===== config.mk =====
export PLATFORM = sky130hd
export DESIGN_NAME = ata_taskfile_command_builder_top
export DESIGN_NICKNAME = d
export VERILOG_FILES = /design/src/design/atcb_pkg.sv /design/src/design/atcb_front.sv /design/src/design/atcb_queue.sv /design/src/design/atcb_back.sv /design/src/design/ata_taskfile_command_builder_top.sv
export SDC_FILE = /design/constraint.sdc
export NUM_CORES = 1
export LEC_CHECK = 0
export BUFFER_PORTS_ARGS = -buffer_cell sky130_fd_sc_hd__buf_2
export CAP_MARGIN = 15
export CORE_MARGIN = 3
export CORE_UTILIZATION = 55
export DETAILED_ROUTE_END_ITERATION = 8
export GPL_TIMING_DRIVEN = 0
export PLACE_DENSITY_LB_ADDON = 0.15
export SYNTH_ARGS = -nofsm -noshare
export SYNTH_HDL_FRONTEND = slang
export SYNTH_SLANG_ARGS = --single-unit

===== constraint.sdc =====
create_clock -name clock -period 4.55 [get_ports clock]
set_input_delay 0.2275 -clock clock [delete_from_list [all_inputs] [get_ports clock]]
set_output_delay 0.2275 -clock clock [all_outputs]
set_load 0.02 [all_outputs]

===== src/design/atcb_pkg.sv =====
// Shared types and constants of the ATA task-file command builder.
// Holds result codes, register indexes, command bytes and the queued job format.
// Has no dependencies; every other design file imports it.
package atcb_pkg;

   localparam logic [1:0] REQ_READ  = 2'd0;
   localparam logic [1:0] REQ_WRITE = 2'd1;
   localparam logic [1:0] REQ_FLUSH = 2'd2;
   localparam logic [1:0] REQ_NONE  = 2'd3;

   localparam logic [1:0] ACT_WRITE     = 2'd0;
   localparam logic [1:0] ACT_WAIT      = 2'd1;
   localparam logic [1:0] ACT_RANGE_ERR = 2'd2;

   localparam logic [2:0] REG_COUNT   = 3'd0;
   localparam logic [2:0] REG_LBA_LO  = 3'd1;
   localparam logic [2:0] REG_LBA_MID = 3'd2;
   localparam logic [2:0] REG_LBA_HI  = 3'd3;
   localparam logic [2:0] REG_DRIVE   = 3'd4;
   localparam logic [2:0] REG_CMD     = 3'd5;

   localparam logic [7:0] CMD_RD28  = 8'h20;
   localparam logic [7:0] CMD_WR28  = 8'h30;
   localparam logic [7:0] CMD_RD48  = 8'h24;
   localparam logic [7:0] CMD_WR48  = 8'h34;
   localparam logic [7:0] CMD_FLUSH = 8'hE7;

   localparam logic [7:0] DRIVE_LBA28 = 8'hE0;
   localparam logic [7:0] DRIVE_LBA48 = 8'h40;

   localparam logic [63:0] LBA28_LIMIT = 64'h0000_0000_0FFF_FFFF;

   localparam logic [1:0] MODE_FLUSH = 2'd0;
   localparam logic [1:0] MODE_LBA28 = 2'd1;
   localparam logic [1:0] MODE_LBA48 = 2'd2;
   localparam logic [1:0] MODE_ERROR = 2'd3;

   localparam int STEP_W = 4;

   typedef struct packed {
      logic [1:0]  mode;
      logic        is_write;
      logic        slave;
      logic [47:0] lba;
      logic [15:0] count;
   } atcb_job_type;

   typedef struct packed {
      logic full;
      logic empty;
   } atcb_queue_status_type;

endpackage


===== src/design/atcb_front.sv =====
// Request front end: accepts requests and classifies them into job descriptors.
// Depends on atcb_pkg; pushes into atcb_queue.
module atcb_front import atcb_pkg::*; (
   input  logic                  req_valid,
   output logic                  req_stall,
   input  logic [1:0]            req_type,
   input  logic                  req_use_slave,
   input  logic [63:0]           req_block_address,
   input  logic [15:0]           req_sector_total,
   input  atcb_queue_status_type queue_status,
   output logic                  push,
   output atcb_job_type          job
);

   logic fits_lba28;
   logic beyond_lba48;

   assign fits_lba28   = (req_block_address < LBA28_LIMIT) && (req_sector_total != 16'd0)
                         && (req_sector_total <= 16'd256);
   assign beyond_lba48 = (req_block_address[63:48] != 16'd0);

   always_comb begin
      job.is_write = (req_type == REQ_WRITE);
      job.slave    = req_use_slave;
      job.lba      = req_block_address[47:0];
      job.count    = req_sector_total;
      if (req_type == REQ_FLUSH) begin
         job.mode = MODE_FLUSH;
      end else if (fits_lba28) begin
         job.mode = MODE_LBA28;
      end else if (beyond_lba48) begin
         job.mode = MODE_ERROR;
      end else begin
         job.mode = MODE_LBA48;
      end
   end

   // An unused request type is taken and dropped.
   assign req_stall = queue_status.full;
   assign push      = req_valid && !queue_status.full && (req_type != REQ_NONE);

endmodule


===== src/design/atcb_queue.sv =====
// Short job queue between the front end and the sequencer.
// Depends on atcb_pkg for the job descriptor and status types.
module atcb_queue import atcb_pkg::*; #(
   parameter int DEPTH = 2
) (
   input  logic                  clock,
   input  logic                  reset,
   input  logic                  push,
   input  atcb_job_type          push_job,
   input  logic                  pop,
   output atcb_job_type          head_job,
   output atcb_queue_status_type status
);

   localparam int PTR_W = (DEPTH > 1) ? $clog2(DEPTH) : 1;
   localparam int CNT_W = $clog2(DEPTH + 1);

   atcb_job_type entries_ff [DEPTH];
   logic [PTR_W-1:0] wr_ptr_ff, wr_ptr_in;
   logic [PTR_W-1:0] rd_ptr_ff, rd_ptr_in;
   logic [CNT_W-1:0] count_ff, count_in;
   logic do_push;
   logic do_pop;

   assign status.full  = (count_ff == CNT_W'(DEPTH));
   assign status.empty = (count_ff == '0);
   assign do_push      = push && !status.full;
   assign do_pop       = pop && !status.empty;
   assign head_job     = entries_ff[rd_ptr_ff];

   always_comb begin
      wr_ptr_in = wr_ptr_ff;
      rd_ptr_in = rd_ptr_ff;
      count_in  = count_ff;
      if (do_push) begin
         wr_ptr_in = (wr_ptr_ff == PTR_W'(DEPTH - 1)) ? '0 : wr_ptr_ff + 1'b1;
      end
      if (do_pop) begin
         rd_ptr_in = (rd_ptr_ff == PTR_W'(DEPTH - 1)) ? '0 : rd_ptr_ff + 1'b1;
      end
      if (do_push && !do_pop) begin
         count_in = count_ff + 1'b1;
      end else if (do_pop && !do_push) begin
         count_in = count_ff - 1'b1;
      end
   end

   always_ff @(posedge clock) begin
      if (reset) begin
         wr_ptr_ff <= '0;
         rd_ptr_ff <= '0;
         count_ff  <= '0;
      end else begin
         wr_ptr_ff <= wr_ptr_in;
         rd_ptr_ff <= rd_ptr_in;
         count_ff  <= count_in;
      end
   end

   always_ff @(posedge clock) begin
      if (do_push) begin
         entries_ff[wr_ptr_ff] <= push_job;
      end
   end

endmodule


===== src/design/atcb_back.sv =====
// Sequencer: steps through the queued job, emitting one task-file transfer per cycle
// while rsp_stall is low. Depends on atcb_pkg; drives the registered result channel.
module atcb_back import atcb_pkg::*; (
   input  logic                  clock,
   input  logic                  reset,
   input  atcb_job_type          head_job,
   input  atcb_queue_status_type queue_status,
   output logic                  pop,
   output logic                  rsp_valid,
   input  logic                  rsp_stall,
   output logic [1:0]            rsp_action,
   output logic [2:0]            rsp_register_index,
   output logic [7:0]            rsp_write_value,
   output logic                  rsp_last
);

   logic [STEP_W-1:0] step_ff, step_in;
   logic              valid_ff, valid_in;
   logic [1:0]        action_ff, action_in;
   logic [2:0]        index_ff, index_in;
   logic [7:0]        value_ff, value_in;
   logic              last_ff, last_in;
   logic              load;
   logic              produce;
   logic [7:0]        slave_bit;
   logic [7:0]        drive28;

   assign load      = !valid_ff || !rsp_stall;
   assign produce   = load && !queue_status.empty;
   assign slave_bit = {3'b000, head_job.slave, 4'b0000};
   assign drive28   = DRIVE_LBA28 | slave_bit | {4'b0000, head_job.lba[27:24]};

   always_comb begin
      action_in = ACT_WRITE;
      index_in  = REG_COUNT;
      value_in  = 8'd0;
      last_in   = 1'b0;
      case (head_job.mode)
         MODE_FLUSH: begin
            case (step_ff)
               4'd0: begin
                  index_in = REG_DRIVE;
                  value_in = DRIVE_LBA28 | slave_bit;
               end
               4'd1: action_in = ACT_WAIT;
               default: begin
                  index_in = REG_CMD;
                  value_in = CMD_FLUSH;
                  last_in  = 1'b1;
               end
            endcase
         end
         MODE_LBA28: begin
            case (step_ff)
               4'd0: begin
                  index_in = REG_DRIVE;
                  value_in = drive28;
               end
               4'd1: action_in = ACT_WAIT;
               4'd2: begin
                  index_in = REG_COUNT;
                  value_in = head_job.count[7:0];
               end
               4'd3: begin
                  index_in = REG_LBA_LO;
                  value_in = head_job.lba[7:0];
               end
               4'd4: begin
                  index_in = REG_LBA_MID;
                  value_in = head_job.lba[15:8];
               end
               4'd5: begin
                  index_in = REG_LBA_HI;
                  value_in = head_job.lba[23:16];
               end
               4'd6: begin
                  index_in = REG_DRIVE;
                  value_in = drive28;
               end
               default: begin
                  index_in = REG_CMD;
                  value_in = head_job.is_write ? CMD_WR28 : CMD_RD28;
                  last_in  = 1'b1;
               end
            endcase
         end
         MODE_LBA48: begin
            case (step_ff)
               4'd0: begin
                  index_in = REG_DRIVE;
                  value_in = DRIVE_LBA48 | slave_bit;
               end
               4'd1: action_in = ACT_WAIT;
               4'd2: begin
                  index_in = REG_COUNT;
                  value_in = head_job.count[15:8];
               end
               4'd3: begin
                  index_in = REG_LBA_LO;
                  value_in = head_job.lba[31:24];
               end
               4'd4: begin
                  index_in = REG_LBA_MID;
                  value_in = head_job.lba[39:32];
               end
               4'd5: begin
                  index_in = REG_LBA_HI;
                  value_in = head_job.lba[47:40];
               end
               4'd6: begin
                  index_in = REG_COUNT;
                  value_in = head_job.count[7:0];
               end
               4'd7: begin
                  index_in = REG_LBA_LO;
                  value_in = head_job.lba[7:0];
               end
               4'd8: begin
                  index_in = REG_LBA_MID;
                  value_in = head_job.lba[15:8];
               end
               4'd9: begin
                  index_in = REG_LBA_HI;
                  value_in = head_job.lba[23:16];
               end
               default: begin
                  index_in = REG_CMD;
                  value_in = head_job.is_write ? CMD_WR48 : CMD_RD48;
                  last_in  = 1'b1;
               end
            endcase
         end
         default: begin
            action_in = ACT_RANGE_ERR;
            last_in   = 1'b1;
         end
      endcase
   end

   always_comb begin
      valid_in = valid_ff;
      step_in  = step_ff;
      if (load) begin
         valid_in = produce;
      end
      if (produce) begin
         step_in = last_in ? '0 : step_ff + 1'b1;
      end
   end

   assign pop = produce && last_in;

   always_ff @(posedge clock) begin
      if (reset) begin
         valid_ff <= 1'b0;
         step_ff  <= '0;
      end else begin
         valid_ff <= valid_in;
         step_ff  <= step_in;
      end
   end

   always_ff @(posedge clock) begin
      if (produce) begin
         action_ff <= action_in;
         index_ff  <= index_in;
         value_ff  <= value_in;
         last_ff   <= last_in;
      end
   end

   assign rsp_valid          = valid_ff;
   assign rsp_action         = action_ff;
   assign rsp_register_index = index_ff;
   assign rsp_write_value    = value_ff;
   assign rsp_last           = last_ff;

endmodule


===== src/design/ata_taskfile_command_builder_top.sv =====
// Top level of the ATA task-file command builder.
// Instantiates atcb_front, atcb_queue and atcb_back; depends on atcb_pkg.
//
// Each request on the req_ channel (read, write or flush cache, master or
// slave drive) becomes the ordered list of task-file register writes, with
// a wait marker where the host must let the busy bit clear. Results leave
// on the rsp_ channel, one transfer per cycle, rsp_last on the final one.
// An LBA28 request gives eight transfers, an LBA48 request eleven, a flush
// three, and an address beyond 48 bits a single error transfer. Request
// type 3 is taken and yields nothing.
// The front end classifies a request in the cycle it is taken and puts it
// in a job queue of QUEUE_DEPTH entries; the sequencer loads each transfer
// from the queue head into the result register. It emits one transfer per
// cycle while rsp_stall is low, and a request already queued follows the
// previous one with no idle cycle between their sequences; the request
// rate is set by the sequencer stepping through its step counter.
// req_stall rises only while the queue is full. When rsp_stall is high with
// a valid result, the registered result holds and the sequencer pauses.
// Synchronous reset empties the queue and clears rsp_valid and the step counter.
module ata_taskfile_command_builder_top import atcb_pkg::*; #(
   parameter int QUEUE_DEPTH = 2
) (
   input  logic        clock,
   input  logic        reset,
   input  logic        req_valid,
   output logic        req_stall,
   input  logic [1:0]  req_type,
   input  logic        req_use_slave,
   input  logic [63:0] req_block_address,
   input  logic [15:0] req_sector_total,
   output logic        rsp_valid,
   input  logic        rsp_stall,
   output logic [1:0]  rsp_action,
   output logic [2:0]  rsp_register_index,
   output logic [7:0]  rsp_write_value,
   output logic        rsp_last
);

   atcb_job_type          push_job;
   atcb_job_type          head_job;
   atcb_queue_status_type queue_status;
   logic                  push;
   logic                  pop;

   atcb_front u_front (
      .req_valid         (req_valid),
      .req_stall         (req_stall),
      .req_type          (req_type),
      .req_use_slave     (req_use_slave),
      .req_block_address (req_block_address),
      .req_sector_total  (req_sector_total),
      .queue_status      (queue_status),
      .push              (push),
      .job               (push_job)
   );

   atcb_queue #(
      .DEPTH (QUEUE_DEPTH)
   ) u_queue (
      .clock    (clock),
      .reset    (reset),
      .push     (push),
      .push_job (push_job),
      .pop      (pop),
      .head_job (head_job),
      .status   (queue_status)
   );

   atcb_back u_back (
      .clock              (clock),
      .reset              (reset),
      .head_job           (head_job),
      .queue_status       (queue_status),
      .pop                (pop),
      .rsp_valid          (rsp_valid),
      .rsp_stall          (rsp_stall),
      .rsp_action         (rsp_action),
      .rsp_register_index (rsp_register_index),
      .rsp_write_value    (rsp_write_value),
      .rsp_last           (rsp_last)
   );

endmodule


==> results.md <==
- P&R area growth vs syn: 24.5%
- Worst setup SP type: register
- CP Cell Sequence: inv_1 > ha_1 > buf_2 > nor4b_1 > a211oi_1 > nand2_1 > and4_4 > buf_6 > inv_1 > ha_1 > or3_1 > a21oi_1
- Final ANT Viol Nets: 0
- Ys flop type: edfxtp_1
- Final hold vios: 0
- Global-route wire length before repair: 27900 µm
- CTS resizes: 0
- Post-Route Skew: 8.96 ps
- Initial Utilization: 57.1%
- CTS Buf Count: 17
- Sequential area share after synthesis: 67.7%
- Via density: 6.18
- Gr ovfl total: 0
- CP Data Required Time: 4900 ps
- Mean Syn Cell Area: 14.7 µm²
- Share of layout cells above drive strength 1: 25.4%
- # setup viols final: 0
- Worst setup EP type: register
- Clock slew at reported path FFs: 60 ps
- Data arrival, critical path: 3460 ps
- # rows: 40
- Ports: 103
- CP Buf/Inv Count: 4
- Initial antenna violation count: 0
- CTS Hold Bufs: 31
- Worst-Margin Slew: 974 ps
- CTS tree: built
- Post-synth EDFFs: 150
- Die Y: 118 µm
- Min Tclk post-route: 3110 ps
- CTS Buffer Depth: 2
- CP max-delay cell: dfxtp_1
- GRT Util Overall: 26.8%
- Port buffer count: 101
- VDD IR max: 0.000357 V
- Total power: 4.45 mW
- Starting DRC count in detailed routing: 480
- P per Cell Area: 514 mW/mm²
- Die Footprint: 0.0140 mm²
- Clk sink count: 160
- FMAX: 0.322 GHz
- Max Transition Viols Final: 0
- Hold WC Path Type: in2reg
- Final Cycle Share: 68.3%
- Crit path max fanout: 9
- Leak: 3.04 nW
- Post-detail-place hpwl: 12900 µm
- DR pass1 iterations: 5
- Per-cell routed wire length: 22.7 µm
- Max cap viols: 0
- Post-route cell area: 0.00865 mm²
- Post-placement cell area: 0.00776 mm²
- Final GP Congestion: 0.922
- Vias post-DR: 5002
- Final worst slack: 1440 ps
- Yosys reg bits: 160
- CORE AREA: 0.0122 mm²
- Final wirelength: 18400 µm
- Synthesized cell area: 0.00695 mm²
- RSZ-0062 raised after global routing: false
- DRC Markers: 0
- Max incr delay on CP: 440 ps
- Place WS: 1440 ps
- Antenna diode count: 0
- H-tree levels: 4
- Post-CTS setup buffer count: 0
- Kind of critical path: reg2reg
- Yosys warns: 0
- Share of flip-flops with an asynchronous set or reset: 0%
- Largest net degree at the start of global routing: 57
- Post-Synthesis Cells: 474
- Nets: 724
- Vias in the first global route: 4898
- Mapped Nets: 567
- Die width: 118 µm
- Root Driver: clkbuf_16
- Worst-Skew Late Latency: 430 ps
- Status: complete, no violations
- Top delay family on crit path: simple AND/OR/NAND/NOR gates
- Synth cell types: 56
- Slew headroom: 34.2%
-- flip-flops by register name, indices dropped and copies added (netlist names), named ones only --
| name | cells |
|---|---|
| u_back.rsp_action | 2 |
| u_back.rsp_last | 1 |
| u_back.rsp_register_index | 3 |
| u_back.rsp_valid | 1 |
| u_back.rsp_write_value | 8 |
| u_back.step_ff | 4 |
| u_queue.count_ff | 2 |
| u_queue.entries_ff | 136 |
| u_queue.rd_ptr_ff | 1 |
| u_queue.wr_ptr_ff | 1 |
-- logic make-up after synthesis --
group                    count (synthesis)  synth area share, %
AND/OR/NAND/NOR                        104                 8.63
adder cells (fa/ha/maj)                  6                 1.08
multiplexers                            63                 9.40
XOR/XNOR                                 7                0.882
buffers and inverters                   30                 2.02
AO/OA/AOI/OAI                          104                 10.3
flip-flops                             160                 67.7
-- metal layers --
metal	routed length [µm]	share of wire, %	GRT usage [%]
met5	0	0	0
met4	605	3.3	12.2
met3	1200	6.5	5.22
met2	8960	49	43.6
met1	7600	41	35.1
-- through the flow --
step	hold WS [ps]	setup TNS (ps)	utilization [%]	std cells
6_report	15.3	0	71.1	810
5_1_grt	2.19	0	71.1	810
4_1_cts	0.248	0	71.0	808
3_5_place_dp	427	0	63.8	747
3_3_place_gp	415	-90050	63.0	743
2_1_floorplan	326	0	-	474
-- final timing paths --
check / startpoint / depth (start not counted) / to / slack (ps)
worst min-delay path: req_block_address[6] / 1 / u_queue.entries_ff[0][22]$_DFFE_PP_ / 20
worst max register to register: u_back.step_ff[0]$_SDFFE_PP0P_ / 12 / u_queue.count_ff[1]$_SDFFE_PP0P_ / 1440
worst min register to register: u_back.rsp_valid$_SDFFE_PP0N_ / 2 / u_back.rsp_valid$_SDFFE_PP0N_ / 500
worst max-delay path: u_back.step_ff[0]$_SDFFE_PP0P_ / 12 / u_queue.count_ff[1]$_SDFFE_PP0P_ / 1440
-- cells in the final DEF (no fill, tap or decap), types with 4 or more instances in the layout --
cell           Yosys  final
xor2_1             4      4
nor3_1            13     13
inv_6              0      5
a21oi_1           11     10
nand2b_1           5      5
mux2_2             6      6
nor2b_1            6      5
nand4_1           13     13
a221oi_1           4      4
o21ai_0            9      9
buf_2             12    113
inv_1              6      6
clkbuf_1           9     10
a211oi_1           4      4
nand2_1           12     12
nand3b_1           6      6
mux2i_1           54     54
o221ai_1           6      6
ha_1               6      6
o22ai_1           37     37
dfxtp_1           10     10
clkbuf_16          0     17
dlygate4sd3_1      0     33
a22oi_1            6      6
edfxtp_1         150    150
a31oi_1            5      5
nor2_1            14     14
nor4_1            18     18
-- where the power goes --
| group | total, mW | switching, mW | internal (mW) |
|---|---|---|---|
| logic | 1.12 | 0.705 | 0.416 |
| clock network | 1.36 | 0.553 | 0.805 |
| registers | 1.97 | 0.0713 | 1.90 |
| total | 4.45 | 1.33 | 3.12 |
-- cells in the mapped netlist (all sizes together) (3+ instances only) --
library cell | n | area [µm²]
edfxtp | 150 | 4500
mux2i | 54 | 541
o22ai | 37 | 231
nor4 | 18 | 113
buf | 14 | 78.8
nor2 | 14 | 52.6
nand4 | 13 | 81.3
nor3 | 13 | 65.1
nand2 | 12 | 45.0
a21oi | 11 | 55.1
clkbuf | 10 | 38.8
dfxtp | 10 | 200
o21ai | 10 | 50.0
mux2 | 9 | 113
a22oi | 6 | 45.0
ha | 6 | 75.1
inv | 6 | 22.5
nand3b | 6 | 45.0
nor2b | 6 | 37.5
o221ai | 6 | 52.6
a31oi | 5 | 31.3
nand2b | 5 | 31.3
a211oi | 4 | 30.0
a221oi | 4 | 35.0
xor2 | 4 | 35.0
a211o | 3 | 26.3
xnor2 | 3 | 26.3
-- layout make-up --
class,count,area [µm²]
plain buffers,24,118
clock buffers,18,429
clock inverters,12,133
fillers,817,3510
inverters,6,22.5
multi-input cells,284,2120
flip-flops and latches,160,4700
well taps,168,210
repair buffers,138,918
No activity file was read; power rests on OpenSTA's default activity.
